==> src/rtl/core/jadm_pkg.sv <==
// Shared types, constants and the arctangent table of the arcade drive mixer.
package jadm_pkg;

    // Field and datapath widths that do not depend on the angle precision.
    localparam int STICK_W      = 8;
    localparam int CMD_MAG_W    = 7;
    localparam int R2_W         = 16;
    localparam int CORDIC_STEPS = 24;
    localparam int CORDIC_FRAC  = 24;
    localparam int XY_W         = 35;
    localparam int Z_W          = 32;

    // Configuration port.
    localparam int CFG_INDEX_W = 4;
    localparam int CFG_DATA_W  = 8;
    localparam int RTA_W       = 7;

    localparam logic [CFG_INDEX_W-1:0] REG_DRIVE_MODE = 4'd0;
    localparam logic [CFG_INDEX_W-1:0] REG_SPIN_BAND  = 4'd1;

    localparam logic             RESET_DRIVE_MODE = 1'b0;
    localparam logic [RTA_W-1:0] RESET_RTA        = 7'd10;

    // Conditioning of small negative y values in single-stick mode.
    localparam logic signed [STICK_W-1:0] Y_MIRROR_LOW  = -8'sd10;
    localparam logic signed [STICK_W-1:0] Y_MIRROR_HIGH = -8'sd1;
    localparam logic signed [STICK_W-1:0] Y_DEAD_LOW    = -8'sd15;
    localparam logic signed [STICK_W-1:0] Y_DEAD_HIGH   = -8'sd11;

    // Ninety degrees with the CORDIC fraction.
    localparam logic signed [Z_W-1:0] Z_TOP = 32'sd1509949440;

    // Division of a 14-bit product by 90: multiply by ceil(2^20 / 90) and shift.
    // The error stays below 1/90 for every 14-bit value, so the result is exact.
    localparam int                QUOT_W      = 14;
    localparam int                DIV90_SHIFT = 20;
    localparam logic [QUOT_W-1:0] DIV90_MUL   = 14'd11651;

    // Quadrant code as {y negative, x negative}.
    typedef enum logic [1:0] {
        QUAD_UP_RIGHT   = 2'b00,
        QUAD_UP_LEFT    = 2'b01,
        QUAD_DOWN_RIGHT = 2'b10,
        QUAD_DOWN_LEFT  = 2'b11
    } quad_t;

    // Per-sample information that travels alongside the arithmetic.
    typedef struct packed {
        logic                       yneg;
        logic                       xneg;
        logic                       ax_zero;
        logic                       ay_zero;
        logic signed [STICK_W-1:0]  raw_y;
        logic signed [STICK_W-1:0]  left_y;
    } side_t;

    // CORDIC vectoring state.
    typedef struct packed {
        logic signed [XY_W-1:0] x;
        logic signed [XY_W-1:0] y;
        logic signed [Z_W-1:0]  z;
    } cordic_t;

    // atan(2^-i) in degrees with 24 fractional bits.
    function automatic logic signed [Z_W-1:0] atan_deg(input logic [4:0] idx);
        logic signed [Z_W-1:0] val;
        case (idx)
            5'd0:    val = 32'sd754974720;
            5'd1:    val = 32'sd445687602;
            5'd2:    val = 32'sd235489088;
            5'd3:    val = 32'sd119537938;
            5'd4:    val = 32'sd60000934;
            5'd5:    val = 32'sd30029717;
            5'd6:    val = 32'sd15018523;
            5'd7:    val = 32'sd7509720;
            5'd8:    val = 32'sd3754917;
            5'd9:    val = 32'sd1877466;
            5'd10:   val = 32'sd938734;
            5'd11:   val = 32'sd469367;
            5'd12:   val = 32'sd234684;
            5'd13:   val = 32'sd117342;
            5'd14:   val = 32'sd58671;
            5'd15:   val = 32'sd29335;
            5'd16:   val = 32'sd14668;
            5'd17:   val = 32'sd7334;
            5'd18:   val = 32'sd3667;
            5'd19:   val = 32'sd1833;
            5'd20:   val = 32'sd917;
            5'd21:   val = 32'sd458;
            5'd22:   val = 32'sd229;
            5'd23:   val = 32'sd115;
            default: val = '0;
        endcase
        return val;
    endfunction

endpackage

==> src/rtl/core/jadm_cell.sv <==
// One cell of the chain: a CORDIC vectoring step and, in the first cells, a square root digit.
module jadm_cell #(
    parameter int STAGE    = 0,
    parameter int RAD_BITS = 16
) (
    input  logic                       aclk,
    input  logic                       aresetn,
    input  logic                       adv,
    input  logic                       valid_in,
    input  jadm_pkg::side_t            side_in,
    input  jadm_pkg::cordic_t          cord_in,
    input  logic [jadm_pkg::R2_W-1:0]  r2_in,
    input  logic [RAD_BITS+1:0]        rem_in,
    input  logic [RAD_BITS-1:0]        root_in,
    output logic                       valid_out,
    output jadm_pkg::side_t            side_out,
    output jadm_pkg::cordic_t          cord_out,
    output logic [jadm_pkg::R2_W-1:0]  r2_out,
    output logic [RAD_BITS+1:0]        rem_out,
    output logic [RAD_BITS-1:0]        root_out
);
    import jadm_pkg::*;

    localparam int REM_W = RAD_BITS + 2;

    logic signed [XY_W-1:0] xs;
    logic signed [XY_W-1:0] ys;
    logic                   y_pos;
    cordic_t                cord_next;
    logic [REM_W-1:0]       rem_next;
    logic [RAD_BITS-1:0]    root_next;

    logic                   valid_reg;
    side_t                  side_reg;
    cordic_t                cord_reg;
    logic [R2_W-1:0]        r2_reg;
    logic [REM_W-1:0]       rem_reg;
    logic [RAD_BITS-1:0]    root_reg;

    // CORDIC vectoring step: rotate towards the x axis by atan(2^-STAGE).
    always_comb begin
        xs    = cord_in.x >>> STAGE;
        ys    = cord_in.y >>> STAGE;
        y_pos = !cord_in.y[XY_W-1] && (cord_in.y != '0);
        if (y_pos) begin
            cord_next.x = cord_in.x + ys;
            cord_next.y = cord_in.y - xs;
            cord_next.z = cord_in.z + atan_deg(5'(STAGE));
        end else begin
            cord_next.x = cord_in.x - ys;
            cord_next.y = cord_in.y + xs;
            cord_next.z = cord_in.z - atan_deg(5'(STAGE));
        end
    end

    // Restoring square root digit; the radicand's low pairs are all zero.
    if (STAGE < RAD_BITS) begin : g_sqrt
        logic [1:0]       pair;
        logic [REM_W-1:0] rem_sh;
        logic [REM_W-1:0] trial;

        if (STAGE < R2_W / 2) begin : g_pair
            assign pair = r2_in[R2_W-1-2*STAGE -: 2];
        end else begin : g_zero
            assign pair = 2'b00;
        end

        always_comb begin
            rem_sh = {rem_in[REM_W-3:0], pair};
            trial  = {root_in, 2'b01};
            if (rem_sh >= trial) begin
                rem_next  = rem_sh - trial;
                root_next = {root_in[RAD_BITS-2:0], 1'b1};
            end else begin
                rem_next  = rem_sh;
                root_next = {root_in[RAD_BITS-2:0], 1'b0};
            end
        end
    end else begin : g_hold
        assign rem_next  = rem_in;
        assign root_next = root_in;
    end

    // Valid flag of the cell.
    always_ff @(posedge aclk) begin
        if (!aresetn) begin
            valid_reg <= 1'b0;
        end else if (adv) begin
            valid_reg <= valid_in;
        end
    end

    // Payload of the cell.
    always_ff @(posedge aclk) begin
        if (adv) begin
            side_reg <= side_in;
            cord_reg <= cord_next;
            r2_reg   <= r2_in;
            rem_reg  <= rem_next;
            root_reg <= root_next;
        end
    end

    assign valid_out = valid_reg;
    assign side_out  = side_reg;
    assign cord_out  = cord_reg;
    assign r2_out    = r2_reg;
    assign rem_out   = rem_reg;
    assign root_out  = root_reg;

endmodule

==> config.mk <==
export PLATFORM = sky130hd
export DESIGN_NAME = jadm_cell
export DESIGN_NICKNAME = d
export VERILOG_FILES = /design/src/rtl/core/jadm_pkg.sv /design/src/rtl/core/jadm_cell.sv
export SDC_FILE = /design/constraint.sdc
export NUM_CORES = 1
export LEC_CHECK = 0
export BUFFER_PORTS_ARGS = -buffer_cell sky130_fd_sc_hd__buf_4
export CAP_MARGIN = 20
export CELL_PAD_IN_SITES_DETAIL_PLACEMENT = 0
export CELL_PAD_IN_SITES_GLOBAL_PLACEMENT = 1
export CORE_UTILIZATION = 44
export CTS_CLUSTER_DIAMETER = 80
export CTS_CLUSTER_SIZE = 20
export DETAILED_ROUTE_END_ITERATION = 6
export HOLD_SLACK_MARGIN = 0.1
export PLACE_DENSITY = 0.91
export SLEW_MARGIN = 20
export SYNTH_ARGS = -nofsm -noshare
export SYNTH_HDL_FRONTEND = slang
export SYNTH_SLANG_ARGS = --single-unit
==> constraint.sdc <==
create_clock -name aclk -period 9.4 [get_ports aclk]
set_clock_uncertainty 0.2 [all_clocks]
set_input_delay 0.47 -clock aclk [delete_from_list [all_inputs] [get_ports aclk]]
set_output_delay 0.47 -clock aclk [all_outputs]
set_load 0.05 [all_outputs]
==> results.json, run 1 <==
{
  "status": "completed",
  "num_vias": 11758,
  "synth_seq_cells": 172,
  "fin_ws_ns": 5.32,
  "finalNonFillerCells": 2115,
  "syn_area_per_cell_um2": 9.58,
  "synth_edf_count": 171,
  "dp_worst_setup_slack_ns": 4.87,
  "area_growth_pct": 34.0,
  "final_common_cell": "buf_4",
  "firstDrtPassIters": 5,
  "io_pins": 349,
  "rsz0062_at_grt": "false",
  "vias_per_cell": 5.56,
  "antenna_found_initial": 3,
  "cts_tree": "yes",
  "clkPwrFrac_pct": 26.3,
  "post-route-util_pct": 60.6,
  "crit_required_ns": 9.38,
  "grt_max_degree": 88,
  "portBuffers": 346,
  "fmax_mhz": 245,
  "cts_buffer_depth": 2,
  "drv_cap": 0,
  "ys_seq_area_share_pct": 40.6,
  "power_frac_seq_pct": 34.1,
  "cts.sink_count": 172,
  "synth_area_um2": 12700,
  "fillers": 2365,
  "yosysWarnings": 0,
  "cts_made_buffers": 17,
  "p_leak_nw": 7.49,
  "pwr_density_cell_nw_per_um2": 172,
  "slew_viol_final": 0,
  "synthCells": 1324,
  "finish.instance_area_um2": 17000,
  "grt_first_pass_wirelength_um": 64700,
  "clock_latency_ns": 0.43,
  "pwr-share-comb_pct": 39.6,
  "period_needed_ns": 4.08,
  "drt_iter0_markers": 876,
  "grt_pass1_vias": 11386,
  "wirelength_um": 43700,
  "finalHoldViolCount": 0,
  "power.net_switching_mw": 1.15,
  "htreeDepth": 4,
  "synth_nets": 1630,
  "layout_common_cells": "buf_4 (349), edfxtp_1 (171), a21oi_1 (153)",
  "post-place-cells": 2001,
  "die_h_um": 172,
  "clk_pin_slew_worst_paths_ns": 0.07,
  "hold_path_class": "input port to flop",
  "post_cts_buffers": 0,
  "place_congestion": 0.955,
  "finalSetupViolCount": 0,
  "period_share_pct": 43.4,
  "start_util_pct": 45.2,
  "drcViolationCount": 0,
  "ys_async_sr_fraction_pct": 0,
  "critPathLaunchType": "input port",
  "worstSetupPathType": "input port to flop",
  "cp.arrival_ns": 4.07,
  "antenna_left": 0,
  "yosysUniqueCellTypes": 77,
  "row_count": 61,
  "dp.final_hpwl_um": 33000,
  "tightest_slew_ns": 1.06,
  "nets": 2025,
  "grt_use_total_pct": 29.0,
  "die_area_um2": 29500,
  "critPathCaptureType": "flop",
  "coreArea_um2": 28100,
  "internal-power_mw": 1.79,
  "avgRoutedWirePerCell_um": 20.7,
  "synthFlopType": "edfxtp_1",
  "cts_root_buf": "clkbuf_16",
  "fin_tns_setup_ns": 0,
  "die_w_um": 172,
  "swShare_pct": 39.1,
  "dpl_cell_area_um2": 15600,
  "gr-total-overflow": 0,
  "drive_above_1_share_pct": 24.0,
  "max-vdd-ir-drop_uv": 127,
  "max_slew_margin_pct": 29.5,
  "critPathMaxFanout": 69
}
-- power groups by stage --
stage / registers, mW / logic (mW) / clock network (mW)
final: 1.00 / 1.16 / 0.771
after global routing: 1.01 / 1.23 / 0.807
after CTS: 0.998 / 1.15 / 0.777
after detailed placement: 1.01 / 1.12 / 0
after global placement: 1.01 / 1.11 / 0
after floorplan: 1.35 / 0.408 / 0
-- sequential cells by signal, summed over array words and instances, names as in the netlist --
name and flops:
side_out 20, rem_out 18, valid_out 1, cord_out 101, r2_out 16, root_out 16
-- synth_stat cells, types with 6 or more instances --
library cell	n	area share (%)
a31oi_1	16	0.79
nor2b_1	16	0.79
nor3_1	28	1.1
nand4_1	11	0.54
nor4_1	16	0.79
nand2_1	57	1.7
o21ai_0	72	2.8
a211oi_1	12	0.71
a21o_1	39	2.3
mux2i_1	15	1.2
clkbuf_1	33	0.98
buf_1	9	0.27
o21a_1	13	0.77
ha_1	126	12
a21oi_1	154	6.1
nand3_1	20	0.79
o211ai_1	6	0.35
inv_1	134	4.0
xor2_1	10	0.69
o21bai_1	22	1.3
xnor2_1	76	5.2
buf_2	6	0.24
edfxtp_1	171	40
o31ai_1	15	0.89
nand2b_1	10	0.49
and2_1	7	0.35
nor2_1	113	3.3
o31a_1	6	0.41
-- through the flow --
| step | hold slack [ns] | power [mW] |
|---|---|---|
| 2_1_floorplan | 0.369 | 1.76 |
| 3_3_place_gp | 0.309 | 2.12 |
| 3_5_place_dp | 0.311 | 2.13 |
| 4_1_cts | 0.131 | 2.93 |
| 5_1_grt | 0.149 | 3.04 |
| 6_report | 0.149 | 2.93 |
-- what timing repair did --
action                                  4_1_cts  5_1_grt
endpoints found under the setup margin        0        0
endpoints found under the hold margin        76        0
hold buffers                                 77        0
gates resized for setup                       0        0
-- worst max-delay path, stage by stage --
cell and delay, ns:
buf_4 0.14, nor4_1 0.55, nand4_1 0.22, nor2_1 0.34
a41oi_4 0.15, buf_4 0.38, inv_2 0.14, buf_4 0.60
ha_1 0.40, a21oi_1 0.23, o21bai_1 0.10, a21oi_1 0.19
xnor2_1 0.09
-- logic make-up (layout without fill, tap and decap cells) --
family / count (synthesis) / after routing / share of synthesized area, %
flip-flops: 172 / 172 / 40.6
buffers and inverters: 190 / 598 / 5.85
AO/OA/AOI/OAI: 424 / 424 / 21.7
AND/OR/NAND/NOR: 303 / 303 / 11.3
other: 0 / 5 / 0
XOR/XNOR: 86 / 86 / 5.94
multiplexers: 19 / 19 / 1.54
adder cells (fa/ha/maj): 130 / 130 / 13.1
-- final cells by class --
class	instances	area (um^2)	share of cell area, %
clock inverter	14	200	1.18
tap	378	473	2.78
multi-input combinational	962	6810	40.1
clock buffer	18	429	2.52
antenna	5	12.5	0.0736
timing repair buffer	427	3400	20.0
sequential	172	5150	30.3
inverter	139	522	3.07
-- worst paths after layout --
kind / to / slack [ns] / cells past startpoint / from
min reg2reg: valid_out / 0.93 / 3 / valid_out
min: cord_out[24] / 0.15 / 2 / cord_in[24]
max: cord_out[31] / 5.32 / 13 / cord_in[41]
max reg2reg: valid_out / 8.00 / 3 / valid_out
-- routing by layer --
layer,vias to the layer above,share of wire [%],GRT usage (%)
met5,-,0,0
met4,0,3.9,13.5
met3,93,7.3,6.10
met2,477,49,49.8
met1,5580,40,34.6
li1,5608,-,-
No activity file was read; power rests on OpenSTA's default activity.
==> inputs of run 2 (changes only) <==
CORE_UTILIZATION = 41   (was 44)
PLACE_DENSITY = 0.86   (was 0.91)
clock period = 3.97 ns   (was 9.4 ns; I/O delays follow)
==> run 2 against run 1 <==
Worst hold slack got worse by 0.029 ns. Highest routed layer is now met5. Sequential power increased by 140%. Register-to-register slack got worse by 5.4 ns. Sequential share of layout area decreased by 1.1 points. Cell count increased by 4.1%. Combinational power increased by 150%. Utilization decreased by 2.7 points. Critical path depth increased by 1.
==> results.json, run 2 (synthesis results as in run 1) <==
{
  "status": "completed",
  "worstSetupPathType": "input port to flop",
  "worstSetupStartpoint": "cord_in[68]",
  "worst_path_max_delay_cell": "dlygate4sd3_1",
  "drv_cap": 0,
  "met3_usage_pct": 5.42,
  "period_needed_ns": 3.74,
  "grt_busiest_layer": "met2",
  "cp.depth": 14,
  "cts_tree": "yes",
  "fin_ws_ns": 0.233,
  "drive_above_1_share_pct": 25.3,
  "tightest_slew_ns": 0.920,
  "finalHoldViolCount": 0,
  "die_h_um": 178,
  "grt_max_degree": 88,
  "finalSetupViolCount": 0,
  "crit_required_ns": 3.97,
  "coreArea_um2": 30500,
  "antenna_found_initial": 3,
  "firstDrtPassIters": 6,
  "power.net_switching_mw": 2.81,
  "critPathMaxFanout": 5,
  "pwr_density_cell_nw_per_um2": 393,
  "dp.final_hpwl_um": 34700,
  "use_met1_pct": 33.9,
  "num_vias": 12244,
  "crit_chain": "dlygate4sd3_1 > buf_4 > fa_1 > nor2b_1 > o211ai_1 > a2111oi_2 > buf_4 > o2111ai_4 > a21oi_4 > o211ai_1 > a211oi_2 > a311oi_2 > xnor2_1 > dlygate4sd3_1",
  "critPathLaunchType": "input port",
  "cts_made_buffers": 17,
  "max_slew_margin_pct": 38.7,
  "pwr-share-comb_pct": 41.4,
  "regToRegEndpoint": "valid_out",
  "vias_per_cell": 5.56,
  "reg2regPathDepth": 3,
  "nets": 2097,
  "io_pins": 349,
  "regToRegStartpoint": "valid_out",
  "gr-total-overflow": 0,
  "grt_first_pass_wirelength_um": 68300,
  "hold_path_class": "input port to flop",
  "cp.arrival_ns": 3.73,
  "dp_worst_setup_slack_ns": 0.355,
  "grt_pass1_vias": 12057,
  "wirelength_um": 46300,
  "p_leak_nw": 7.80,
  "layout_common_cells": "buf_4 (386), edfxtp_1 (171), a21oi_1 (153)",
  "rsz0062_at_grt": "false",
  "cts_root_buf": "clkbuf_16",
  "r2r_slack_ns": 2.60,
  "post-route-util_pct": 57.9,
  "place_congestion": 0.959,
  "max-vdd-ir-drop_uv": 258,
  "cp_slowest_stage_delay_ns": 0.57,
  "fmax_mhz": 268,
  "antenna_left": 0,
  "cp_top_family": "buffers and inverters",
  "cts.sink_count": 172,
  "critPathCaptureType": "flop",
  "setup.worst_path.end": "cord_out[66]",
  "clk_pin_slew_worst_paths_ns": 0.08,
  "critPathBufInv": 4,
  "clkPwrFrac_pct": 24.5,
  "die_area_um2": 31700,
  "final_common_cell": "buf_4",
  "largest_register_ffs": 101,
  "power_frac_seq_pct": 34.1,
  "drt_iter0_markers": 1088,
  "drcViolationCount": 0,
  "portBuffers": 346,
  "area_growth_pct": 39.1,
  "hold_start": "cord_in[33]",
  "internal-power_mw": 4.13,
  "avgRoutedWirePerCell_um": 21.0,
  "start_util_pct": 41.6,
  "clock_latency_ns": 0.43,
  "fin_tns_setup_ns": 0,
  "period_share_pct": 94.1,
  "die_w_um": 178,
  "grt_use_total_pct": 28.6,
  "slew_viol_final": 0,
  "met2_usage_pct": 50.0,
  "htreeDepth": 4,
  "row_count": 64,
  "swShare_pct": 40.5,
  "cts_buffer_depth": 2
}
-- run 2: through the flow --
| step | instances | area, um^2 | power [mW] | hold WS [ns] |
|---|---|---|---|---|
| 6_report | 2202 | 17700 | 6.94 | 0.121 |
| 5_1_grt | 2202 | 17700 | 7.21 | 0.144 |
| 4_1_cts | 2199 | 17600 | 6.91 | 0.119 |
| 3_5_place_dp | 2056 | 15900 | 5.12 | 0.178 |
| 3_3_place_gp | 2056 | 15900 | 5.10 | 0.177 |
| 2_1_floorplan | 1324 | 12700 | 4.16 | 0.0974 |
-- run 2: tightest hold or removal path, cell delays in order --
cell,delay [ns]
buf_4,0.13
fa_1,0.20
nand2_1,0.05
o21ai_0,0.07
-- run 2: how the worst min path moves through the flow --
| stage | to | cells after the start | slack, ns |
|---|---|---|---|
| 6_report | cord_out[33] | 4 | 0.12 |
| 5_1_grt | cord_out[33] | 4 | 0.14 |
| 4_1_cts | cord_out[33] | 4 | 0.12 |
| 3_5_place_dp | r2_out[12] | 1 | 0.18 |
| 3_3_place_gp | r2_out[12] | 1 | 0.18 |
| 2_1_floorplan | cord_out[0] | 0 | 0.1 |
-- run 2: power by group through the flow --
stage	Sequential [mW]	Combinational (mW)	Clock, mW
detailed placement	2.40	2.72	0
CTS	2.36	2.83	1.72
global placement	2.40	2.70	0
floorplan	3.20	0.966	0
global route	2.39	3.04	1.79
finish	2.37	2.87	1.70
-- run 2: cell type report --
cell class,instances,area (um^2)
diodes,2,5.00
clock buffers,18,429
clock inverters,14,155
fillers,2585,12900
inverters,139,522
multi-input cells,962,6850
flip-flops and latches,172,5150
well taps,396,495
repair buffers,499,4040
-- run 2: layer usage --
metal	wire length (um)	vias to the layer above
met1	18500	5865
met2	22700	527
met4	1830	2
li1	-	5736
met3	3240	114
met5	11	-
-- run 2: repair_timing --
item,4_1_cts,5_1_grt
hold buffers,111,0
setup buffers,0,1
endpoints found under the hold margin,107,0
gates resized for setup,0,5
endpoints found under the setup margin,0,1
