**src/rtl/core/jadm_pkg.sv**
```systemverilog
// Shared types, constants and the arctangent table of the arcade drive mixer.
package jadm_pkg;

    // Field and datapath widths that do not depend on the angle precision.
    localparam int STICK_W      = 8;
    localparam int CMD_MAG_W    = 7;
    localparam int R2_W         = 16;
    localparam int CORDIC_STEPS = 24;
    localparam int CORDIC_FRAC  = 24;
    localparam int XY_W         = 35;
    localparam int Z_W          = 32;

    // Configuration port.
    localparam int CFG_INDEX_W = 4;
    localparam int CFG_DATA_W  = 8;
    localparam int RTA_W       = 7;

    localparam logic [CFG_INDEX_W-1:0] REG_DRIVE_MODE = 4'd0;
    localparam logic [CFG_INDEX_W-1:0] REG_SPIN_BAND  = 4'd1;

    localparam logic             RESET_DRIVE_MODE = 1'b0;
    localparam logic [RTA_W-1:0] RESET_RTA        = 7'd10;

    // Conditioning of small negative y values in single-stick mode.
    localparam logic signed [STICK_W-1:0] Y_MIRROR_LOW  = -8'sd10;
    localparam logic signed [STICK_W-1:0] Y_MIRROR_HIGH = -8'sd1;
    localparam logic signed [STICK_W-1:0] Y_DEAD_LOW    = -8'sd15;
    localparam logic signed [STICK_W-1:0] Y_DEAD_HIGH   = -8'sd11;

    // Ninety degrees with the CORDIC fraction.
    localparam logic signed [Z_W-1:0] Z_TOP = 32'sd1509949440;

    // Division of a 14-bit product by 90: multiply by ceil(2^20 / 90) and shift.
    // The error stays below 1/90 for every 14-bit value, so the result is exact.
    localparam int                QUOT_W      = 14;
    localparam int                DIV90_SHIFT = 20;
    localparam logic [QUOT_W-1:0] DIV90_MUL   = 14'd11651;

    // Quadrant code as {y negative, x negative}.
    typedef enum logic [1:0] {
        QUAD_UP_RIGHT   = 2'b00,
        QUAD_UP_LEFT    = 2'b01,
        QUAD_DOWN_RIGHT = 2'b10,
        QUAD_DOWN_LEFT  = 2'b11
    } quad_t;

    // Per-sample information that travels alongside the arithmetic.
    typedef struct packed {
        logic                       yneg;
        logic                       xneg;
        logic                       ax_zero;
        logic                       ay_zero;
        logic signed [STICK_W-1:0]  raw_y;
        logic signed [STICK_W-1:0]  left_y;
    } side_t;

    // CORDIC vectoring state.
    typedef struct packed {
        logic signed [XY_W-1:0] x;
        logic signed [XY_W-1:0] y;
        logic signed [Z_W-1:0]  z;
    } cordic_t;

    // atan(2^-i) in degrees with 24 fractional bits.
    function automatic logic signed [Z_W-1:0] atan_deg(input logic [4:0] idx);
        logic signed [Z_W-1:0] val;
        case (idx)
            5'd0:    val = 32'sd754974720;
            5'd1:    val = 32'sd445687602;
            5'd2:    val = 32'sd235489088;
            5'd3:    val = 32'sd119537938;
            5'd4:    val = 32'sd60000934;
            5'd5:    val = 32'sd30029717;
            5'd6:    val = 32'sd15018523;
            5'd7:    val = 32'sd7509720;
            5'd8:    val = 32'sd3754917;
            5'd9:    val = 32'sd1877466;
            5'd10:   val = 32'sd938734;
            5'd11:   val = 32'sd469367;
            5'd12:   val = 32'sd234684;
            5'd13:   val = 32'sd117342;
            5'd14:   val = 32'sd58671;
            5'd15:   val = 32'sd29335;
            5'd16:   val = 32'sd14668;
            5'd17:   val = 32'sd7334;
            5'd18:   val = 32'sd3667;
            5'd19:   val = 32'sd1833;
            5'd20:   val = 32'sd917;
            5'd21:   val = 32'sd458;
            5'd22:   val = 32'sd229;
            5'd23:   val = 32'sd115;
            default: val = '0;
        endcase
        return val;
    endfunction

endpackage

```
**src/rtl/core/jadm_tail.sv**
```systemverilog
// Back end of the mixer: saturation, angle rounding, proportional side and quadrant selection.
module jadm_tail #(
    parameter int ANGLE_FRAC_BITS = 8
) (
    input  logic                                aclk,
    input  logic                                aresetn,
    input  logic                                adv,
    input  logic                                valid_in,
    input  jadm_pkg::side_t                     side_in,
    input  logic signed [jadm_pkg::Z_W-1:0]     z_in,
    input  logic [ANGLE_FRAC_BITS+7:0]          root_in,
    input  logic                                drive_mode,
    input  logic [jadm_pkg::RTA_W-1:0]          spin_band,
    output logic                                m_valid,
    output logic signed [jadm_pkg::STICK_W-1:0] m_left_cmd,
    output logic signed [jadm_pkg::STICK_W-1:0] m_right_cmd
);
    import jadm_pkg::*;

    localparam int F     = ANGLE_FRAC_BITS;
    localparam int AW    = CMD_MAG_W + F;
    localparam int RB    = CMD_MAG_W + 1 + F;
    localparam int PW    = 2 * AW;
    localparam int MW    = 2 * QUOT_W;
    localparam int SHIFT = CORDIC_FRAC - F;

    localparam logic [RB-1:0] RAD_MAX     = RB'(127) << F;
    localparam logic [AW-1:0] RAD_MAX_A   = AW'(127) << F;
    localparam logic [AW-1:0] ANGLE_RIGHT = AW'(90) << F;
    localparam logic [31:0]   ROUND_HALF  = 32'(1) << (SHIFT - 1);

    logic signed [Z_W-1:0]          z_clamped;
    logic [31:0]                    z_rounded;
    logic [AW-1:0]                  rad_next;
    logic [AW-1:0]                  angle_next;
    logic                           spin_next;
    logic [PW-1:0]                  prod_next;
    logic [MW-1:0]                  quot_full;
    logic [CMD_MAG_W-1:0]           p_next;
    logic signed [STICK_W-1:0]      r_pos;
    logic signed [STICK_W-1:0]      p_pos;
    logic signed [STICK_W-1:0]      left_next;
    logic signed [STICK_W-1:0]      right_next;
    quad_t                          quad;

    logic                           t1_valid_reg;
    side_t                          t1_side_reg;
    logic [AW-1:0]                  rad_reg;
    logic [AW-1:0]                  angle_reg;

    logic                           t2_valid_reg;
    side_t                          t2_side_reg;
    logic                           t2_spin_reg;
    logic [CMD_MAG_W-1:0]           t2_ri_reg;
    logic [PW-1:0]                  prod_reg;

    logic                           t3_valid_reg;
    side_t                          t3_side_reg;
    logic                           t3_spin_reg;
    logic [CMD_MAG_W-1:0]           ri_reg;
    logic [CMD_MAG_W-1:0]           p_reg;

    logic                           m_valid_reg;
    logic signed [STICK_W-1:0]      left_reg;
    logic signed [STICK_W-1:0]      right_reg;

    // First stage: saturate the radius, clamp and round the angle, handle the axes.
    always_comb begin
        if (root_in > RAD_MAX) begin
            rad_next = RAD_MAX_A;
        end else begin
            rad_next = AW'(root_in);
        end
        if (z_in[Z_W-1]) begin
            z_clamped = '0;
        end else if (z_in > Z_TOP) begin
            z_clamped = Z_TOP;
        end else begin
            z_clamped = z_in;
        end
        z_rounded = $unsigned(z_clamped) + ROUND_HALF;
        if (side_in.ay_zero) begin
            angle_next = '0;
        end else if (side_in.ax_zero) begin
            angle_next = ANGLE_RIGHT;
        end else begin
            angle_next = AW'(z_rounded >> SHIFT);
        end
    end

    // Second stage: spin decision and radius times angle.
    always_comb begin
        spin_next = angle_reg < {spin_band, {F{1'b0}}};
        prod_next = PW'(rad_reg) * PW'(angle_reg);
    end

    // Third stage: divide by 90 degrees in the angle and radius scale.
    always_comb begin
        quot_full = MW'(prod_reg[PW-1:2*F]) * MW'(DIV90_MUL);
        p_next    = quot_full[DIV90_SHIFT +: CMD_MAG_W];
    end

    // Fourth stage: full and proportional side by quadrant; tank mode passes the sticks.
    always_comb begin
        r_pos = $signed({1'b0, ri_reg});
        p_pos = $signed({1'b0, p_reg});
        quad  = quad_t'({t3_side_reg.yneg, t3_side_reg.xneg});
        if (drive_mode) begin
            left_next  = t3_side_reg.left_y;
            right_next = t3_side_reg.raw_y;
        end else begin
            case (quad)
                QUAD_UP_RIGHT: begin
                    left_next  = r_pos;
                    right_next = t3_spin_reg ? -r_pos : p_pos;
                end
                QUAD_UP_LEFT: begin
                    right_next = r_pos;
                    left_next  = t3_spin_reg ? -r_pos : p_pos;
                end
                QUAD_DOWN_RIGHT: begin
                    left_next  = -r_pos;
                    right_next = t3_spin_reg ? r_pos : -p_pos;
                end
                QUAD_DOWN_LEFT: begin
                    right_next = -r_pos;
                    left_next  = t3_spin_reg ? r_pos : -p_pos;
                end
                default: begin
                    left_next  = '0;
                    right_next = '0;
                end
            endcase
        end
    end

    // Valid flags of the stages and the output register.
    always_ff @(posedge aclk) begin
        if (!aresetn) begin
            t1_valid_reg <= 1'b0;
            t2_valid_reg <= 1'b0;
            t3_valid_reg <= 1'b0;
            m_valid_reg  <= 1'b0;
        end else if (adv) begin
            t1_valid_reg <= valid_in;
            t2_valid_reg <= t1_valid_reg;
            t3_valid_reg <= t2_valid_reg;
            m_valid_reg  <= t3_valid_reg;
        end
    end

    // Payload of the stages.
    always_ff @(posedge aclk) begin
        if (adv) begin
            t1_side_reg <= side_in;
            rad_reg     <= rad_next;
            angle_reg   <= angle_next;
            t2_side_reg <= t1_side_reg;
            t2_spin_reg <= spin_next;
            t2_ri_reg   <= rad_reg[AW-1:F];
            prod_reg    <= prod_next;
            t3_side_reg <= t2_side_reg;
            t3_spin_reg <= t2_spin_reg;
            ri_reg      <= t2_ri_reg;
            p_reg       <= p_next;
            left_reg    <= left_next;
            right_reg   <= right_next;
        end
    end

    assign m_valid     = m_valid_reg;
    assign m_left_cmd  = left_reg;
    assign m_right_cmd = right_reg;

    a_rad_saturated: assert property (@(posedge aclk) disable iff (!aresetn)
        t1_valid_reg |-> rad_reg <= RAD_MAX_A)
        else $error("Radius above the saturation limit.");

    a_angle_in_range: assert property (@(posedge aclk) disable iff (!aresetn)
        t1_valid_reg |-> angle_reg <= ANGLE_RIGHT)
        else $error("Reduced angle above ninety degrees.");

    a_prop_below_radius: assert property (@(posedge aclk) disable iff (!aresetn)
        t3_valid_reg |-> p_reg <= ri_reg)
        else $error("Proportional side exceeds the radius.");

endmodule

```
**config.mk**
```make
export PLATFORM = sky130hd
export DESIGN_NAME = jadm_tail
export DESIGN_NICKNAME = d
export VERILOG_FILES = /design/src/rtl/core/jadm_pkg.sv /design/src/rtl/core/jadm_tail.sv
export SDC_FILE = /design/constraint.sdc
export NUM_CORES = 1
export LEC_CHECK = 0
export ABC_AREA = 1
export BUFFER_PORTS_ARGS = -buffer_cell sky130_fd_sc_hd__buf_4
export CAP_MARGIN = 20
export CORE_MARGIN = 10
export CORE_UTILIZATION = 50
export DETAILED_ROUTE_END_ITERATION = 7
export PLACE_DENSITY_LB_ADDON = 0.05
export SLEW_MARGIN = 20
export SYNTH_ARGS = -nofsm -noshare
export SYNTH_HDL_FRONTEND = slang
export SYNTH_SLANG_ARGS = --single-unit
```
**constraint.sdc**
```tcl
create_clock -name aclk -period 5.35 [get_ports aclk]
set_input_delay 0.535 -clock aclk [delete_from_list [all_inputs] [get_ports aclk]]
set_output_delay 0.535 -clock aclk [all_outputs]
set_load 0.02 [all_outputs]
```
==> results.toml, run 1 <==
[run_status]
outcome = "finished with violations"
failed_checks = "setup timing"

[cts]
cts.sinks = 141
cts_tree = "yes"
clkTransAtPathRegs_ps = 60
cts_inserted_buffers = 17
worst_skew_pair.late_latency_ps = 440
postCtsHoldBufs = 0
cts_buffer_depth = 2
cts_root_buffer = "clkbuf_16"
ctsHtreeMaxLevel = 4

[grt]
grt_use_total_pct = 19.93
grt_pass1_vias = 13660
grt_max_degree = 97
grt_first_pass_wirelength_microns = 66960
grt_overflow = 0
antenna_found_initial = 0

[layout]
num_antenna_cells = 0
register_area_sq_um = 4194
n_fill_cell = 2965
drive_gt1_share_pct = 18.19
area_growth_pct = 20.27
final_common_cell = "inv_1"
final_util_pct = 60.94
final_cell_mix = "inv_1 (496), nand2_1 (374), buf_4 (223)"
nNetsFinal = 2668
multiInputGateArea_sq_um = 11070

[synth]
synthesis.nets = 2439
synthCells = 1951
synth_edf_count = 137
synth-async-reset-ratio_pct = 0
ys_warn_count = 0
ys_seq_elements = 141
synth.avg_cell_area_sq_um = 8.686
seq_area_frac_synth_pct = 24.75
ys_types = 49
synth_ff_type = "edfxtp_1"
syn_area_sq_um = 16950

[timing]
rsz0062_at_grt = "true"
setup_viol = 7
layout_min_cycle_time_ps = 5471
tightestPinTransition_ps = 846.3
period_share_pct = 102.3
skew_ps = 21.35
hold_viol = 0
timing.slew.headroom_pct = 43.58
slew_viol_final = 0
clock.fmax_mhz = 182.8
setup_ws_ps = -120.6

[detailed_routing]
num_vias = 13090
final_antenna_net_count = 0
via_per_inst = 4.956
drt_iter0_drc = 653
firstDrtPassIters = 5
wl_per_cell_microns = 15.35
wl_microns = 40540
drcViolationCount = 0

[critical_path]
critPathArrivalTime_ps = 5660
crit_path_start_kind = "flip-flop"
cp_slowest_cell = "fa_1"
cpPeakStageDelay_ps = 540
cp-end-kind = "flip-flop"
path_cells = "buf_4 -> buf_4 -> nand2_1 -> fa_1 -> fa_1 -> inv_1 -> fa_1 -> fa_1 -> fa_1 -> inv_1 -> fa_1 -> inv_2 -> ha_4 -> buf_6 -> a21oi_4 -> o21a_1 -> nor2_1 -> a211o_1 -> a21o_1 -> nand2_1 -> nand2_1"
crit_path_max_fanout = 3
cpMostUsedCell = "fa_1"
path_class = "flip-flop to flip-flop"
cp.required_ps = 5540

[place]
routabilityCongestion = 0.8940
place.port_buffers = 96
hpwl_microns = 33620

[die]
ioPinCount = 97
die_y_microns = 204.1
rows = 67
core_sq_um = 33450
initial_core_util_pct = 50.66
dieArea_sq_um = 41660
die_x_microns = 204.1

[worst_hold_path]
min_path_type = "input pin to flip-flop"

[run]
cap_violations = 0
-- critical path, delay by kind of cell, from the launching register on --
kind,cells,cell delay (ps)
adder cells (fa/ha/maj),7,3050
buffers and inverters,6,610
AND/OR/NAND/NOR,4,250
AO/OA/AOI/OAI,4,820
flip-flops,1,500
-- layout make-up --
class	count	area share [%]
well taps	448	2.750
flip-flops and latches	141	20.58
multi-input cells	1245	54.30
repair buffers	252	9.902
clock buffers	18	2.106
inverters	523	9.632
clock inverters	14	0.7366
-- synthesized netlist by cell type, types with 2 or more instances --
| library cell | n | share of area (%) |
|---|---|---|
| a211oi_1 | 5 | 0.22 |
| a21boi_0 | 2 | 0.089 |
| a21o_1 | 10 | 0.44 |
| a21oi_1 | 77 | 2.3 |
| a221oi_1 | 3 | 0.16 |
| a22oi_1 | 3 | 0.13 |
| a31oi_1 | 7 | 0.26 |
| clkbuf_1 | 39 | 0.86 |
| clkinv_1 | 2 | 0.044 |
| dfxtp_1 | 4 | 0.47 |
| edfxtp_1 | 137 | 24 |
| fa_1 | 208 | 25 |
| ha_1 | 200 | 15 |
| inv_1 | 517 | 11 |
| inv_2 | 4 | 0.089 |
| nand2_1 | 387 | 8.6 |
| nand2_2 | 2 | 0.074 |
| nand3_1 | 36 | 1.1 |
| nand4_1 | 27 | 1.0 |
| nor2_1 | 106 | 2.3 |
| nor2_2 | 2 | 0.074 |
| nor3_1 | 16 | 0.47 |
| nor4_1 | 4 | 0.15 |
| o211ai_1 | 11 | 0.49 |
| o21a_1 | 3 | 0.13 |
| o21ai_0 | 68 | 2.0 |
| o21ai_1 | 3 | 0.089 |
| o21bai_1 | 4 | 0.18 |
| o221ai_1 | 4 | 0.21 |
| o22ai_1 | 3 | 0.11 |
| o31ai_1 | 5 | 0.22 |
| or2_2 | 4 | 0.15 |
| xnor2_1 | 13 | 0.67 |
| xor2_1 | 20 | 1.0 |
-- metrics by stage --
| stage | hold slack, ps | setup WS, ps | setup TNS [ps] | area, sq um | cells |
|---|---|---|---|---|---|
| 2_1_floorplan | 400.3 | -8.135 | -8.135 | 17000 | 1951 |
| 3_3_place_gp | 401.2 | -237.2 | -1821 | 18870 | 2557 |
| 3_5_place_dp | 404.5 | -262.2 | -2164 | 18870 | 2557 |
| 4_1_cts | 249.9 | -87.21 | -220.9 | 20030 | 2627 |
| 5_1_grt | 244.9 | -262.0 | -2566 | 20380 | 2641 |
| 6_report | 274.4 | -120.6 | -431.9 | 20380 | 2641 |
-- final timing paths --
| check | from | to | slack (ps) | cells after the start |
|---|---|---|---|---|
| max reg2reg | angle_reg[8] | prod_reg[28] | -120 | 21 |
| max | angle_reg[8] | prod_reg[28] | -120 | 21 |
| min | side_in[6] | t1_side_reg[6] | 270 | 1 |
| min reg2reg | t2_side_reg[0] | t3_side_reg[0] | 420 | 0 |
-- routing by layer --
metal  global-route usage, %  share of wire (%)  vias to the layer above
li1                        -                  -                     6522
met1                   24.42                 43                     6301
met2                   35.75                 52                      216
met3                   2.964                2.9                       49
met4                   5.395                1.7                        0
met5                       0                  0                        -
-- what timing repair did --
item / 4_1_cts / 5_1_grt
gates resized for setup: 72 / 71
pin swaps: 59 / 47
setup buffers: 39 / 14
setup endpoints to repair: 13 / 16
endpoints found under the hold margin: 0 / 0
-- logic make-up (layout without fill, tap and decap cells) --
group / Yosys count / in the layout / synth area share [%]
xor gates and xnor gates: 33 / 33 / 1.706
AOI/OAI and AO/OA: 212 / 212 / 7.214
buffers and inverters: 565 / 807 / 12.59
adders and majority gates: 408 / 408 / 39.34
DFF: 141 / 141 / 24.75
and+or+nand+nor: 592 / 592 / 14.40
Power of run 1 is not shown: default switching activity piles up to over one toggle a cycle in this logic, so the estimate is an artifact.
==> run 2, diff against run 1 <==
==> constraint.sdc (replaced) <==
create_clock -name aclk -period 6.35 [get_ports aclk]
set_input_delay 0.635 -clock aclk [delete_from_list [all_inputs] [get_ports aclk]]
set_output_delay 0.635 -clock aclk [all_outputs]
set_load 0.02 [all_outputs]
==> results.toml, run 2 (same netlist as run 1, synthesis figures left out) <==
[run_status]
outcome = "finished, final reports clean"

[cts]
cts.sinks = 141
postCtsHoldBufs = 0
cts_buffer_depth = 2
ctsHtreeMaxLevel = 4
cts_inserted_buffers = 17
cts_root_buffer = "clkbuf_16"
post_cts_buffers = 0
worst_skew_pair.late_latency_ps = 440
cts_tree = "yes"
clkTransAtPathRegs_ps = 80
cts_resized = 0

[run]
cap_violations = 0

[detailed_routing]
firstDrtPassIters = 6
dr.max_layer_used = "met4"
drt_iter0_drc = 758
num_vias = 12860
wl_per_cell_microns = 16.57
wl_met1_microns = 17210
wl_met2_microns = 21080
via_per_inst = 5.153
wl_microns = 41360
wl_met3_microns = 1969
drcViolationCount = 0
final_antenna_net_count = 0

[critical_path]
critPathArrivalTime_ps = 6070
crit_path_max_fanout = 16
r2r-start = "rad_reg[8]"
regToRegEndpoint = "prod_reg[27]"
cpPeakStageDelay_ps = 860
cp_slowest_cell = "edfxtp_1"
cp.required_ps = 6540
r2r_cells = 19
path_class = "flip-flop to flip-flop"
path_cells = "nand2_1 -> fa_1 -> fa_1 -> inv_1 -> fa_1 -> fa_1 -> fa_1 -> inv_1 -> fa_1 -> inv_1 -> ha_1 -> a21oi_1 -> a21boi_0 -> nor2_1 -> nor2_1 -> inv_1 -> a211oi_1 -> nand2_1 -> xor2_1"
cpMostUsedCell = "fa_1"
cp-end-kind = "flip-flop"
worst-r2r-setup-slack_ps = 460
crit_path_start_kind = "flip-flop"

[place]
hpwl_microns = 34200
routabilityCongestion = 0.9444
place.port_buffers = 96

[layout]
drive_gt1_share_pct = 7.617
area_growth_pct = 10.57
final_common_cell = "inv_1"
final_cell_mix = "inv_1 (517), nand2_1 (387), fa_1 (208)"
num_antenna_cells = 0
nNetsFinal = 2524

[timing]
setup_tns_ps = 0
timing.slew.headroom_pct = 47.75
hold_viol = 0
layout_min_cycle_time_ps = 5889
clock.fmax_mhz = 169.8
tightestPinTransition_ps = 783.7
setup_viol = 0
skew_ps = 16.29
slew_viol_final = 0
period_share_pct = 92.75
rsz0062_at_grt = "false"

[die]
ioPinCount = 97
die_x_microns = 204.1
die_y_microns = 204.1
dieArea_sq_um = 41660
core_sq_um = 33450
rows = 67
initial_core_util_pct = 50.66

[worst_hold_path]
min_delay_path_depth = 1
holdCritStartpoint = "side_in[10]"
hold_end = "t1_side_reg[10]"
min_path_type = "input pin to flip-flop"

[grt]
antenna_found_initial = 0
grt_first_pass_wirelength_microns = 68410
grt_max_degree = 84
grt_pass1_vias = 13510
grt_overflow = 0
grt_use_total_pct = 20.55
## run 2: cell count changes in the layout (fill, tap and decap cells not counted), sizes merged
cell	before	now
clkbuf	18	17
clkinv	3	8
clkinvlp	2	1
inv	531	526
buf	252	108
bufinv	1	2
## run 2: cell type report
| class | instances | area (sq um) |
|---|---|---|
| fillers | 3141 | 14710 |
| multi-input cells | 1245 | 10620 |
| flip-flops and latches | 141 | 4194 |
| inverters | 523 | 1963 |
| repair buffers | 108 | 814.5 |
| well taps | 448 | 560.5 |
| clock buffers | 17 | 425.4 |
| clock inverters | 14 | 160.2 |
## run 2: how the worst max path moves through the flow
stage                      start           end  cells past startpoint  slack, ps
floorplan           angle_reg[0]  prod_reg[27]                     22        810
global placement      rad_reg[8]  prod_reg[23]                     19        540
detailed placement    rad_reg[8]  prod_reg[27]                     19        480
CTS                   rad_reg[8]  prod_reg[27]                     19        480
finish                rad_reg[8]  prod_reg[27]                     19        460
global route          rad_reg[7]  prod_reg[26]                     18        190
## run 2: metal layers
layer  GRT usage, %  up-vias
li1               -     6221
met1          25.09     6245
met2          35.72      335
met3          3.630       61
met4          7.379        0
met5              0        -
## run 2: critical path: cells and delay by family (launching register included)
family	cells	cell delay, ps
AO/OA/AOI/OAI	3	670
AND/OR/NAND/NOR	4	420
buffers and inverters	4	200
flip-flops	1	860
adder cells (fa/ha/maj)	7	3350
XOR/XNOR	1	140
## run 2: stage by stage
stage               utilization (%)  setup WS, ps  std cells  hold slack, ps  cell area, sq um
global placement              54.27         543.4       2465           400.4             18150
detailed placement            54.27         479.9       2465           404.5             18150
floorplan                         -         810.9       1951           400.3             16950
finish                        56.02         460.6       2496           371.3             18740
global route                  56.02         186.4       2496           346.7             18740
CTS                           56.02         479.0       2496           348.9             18740
Power of run 2 is left out for the same reason.
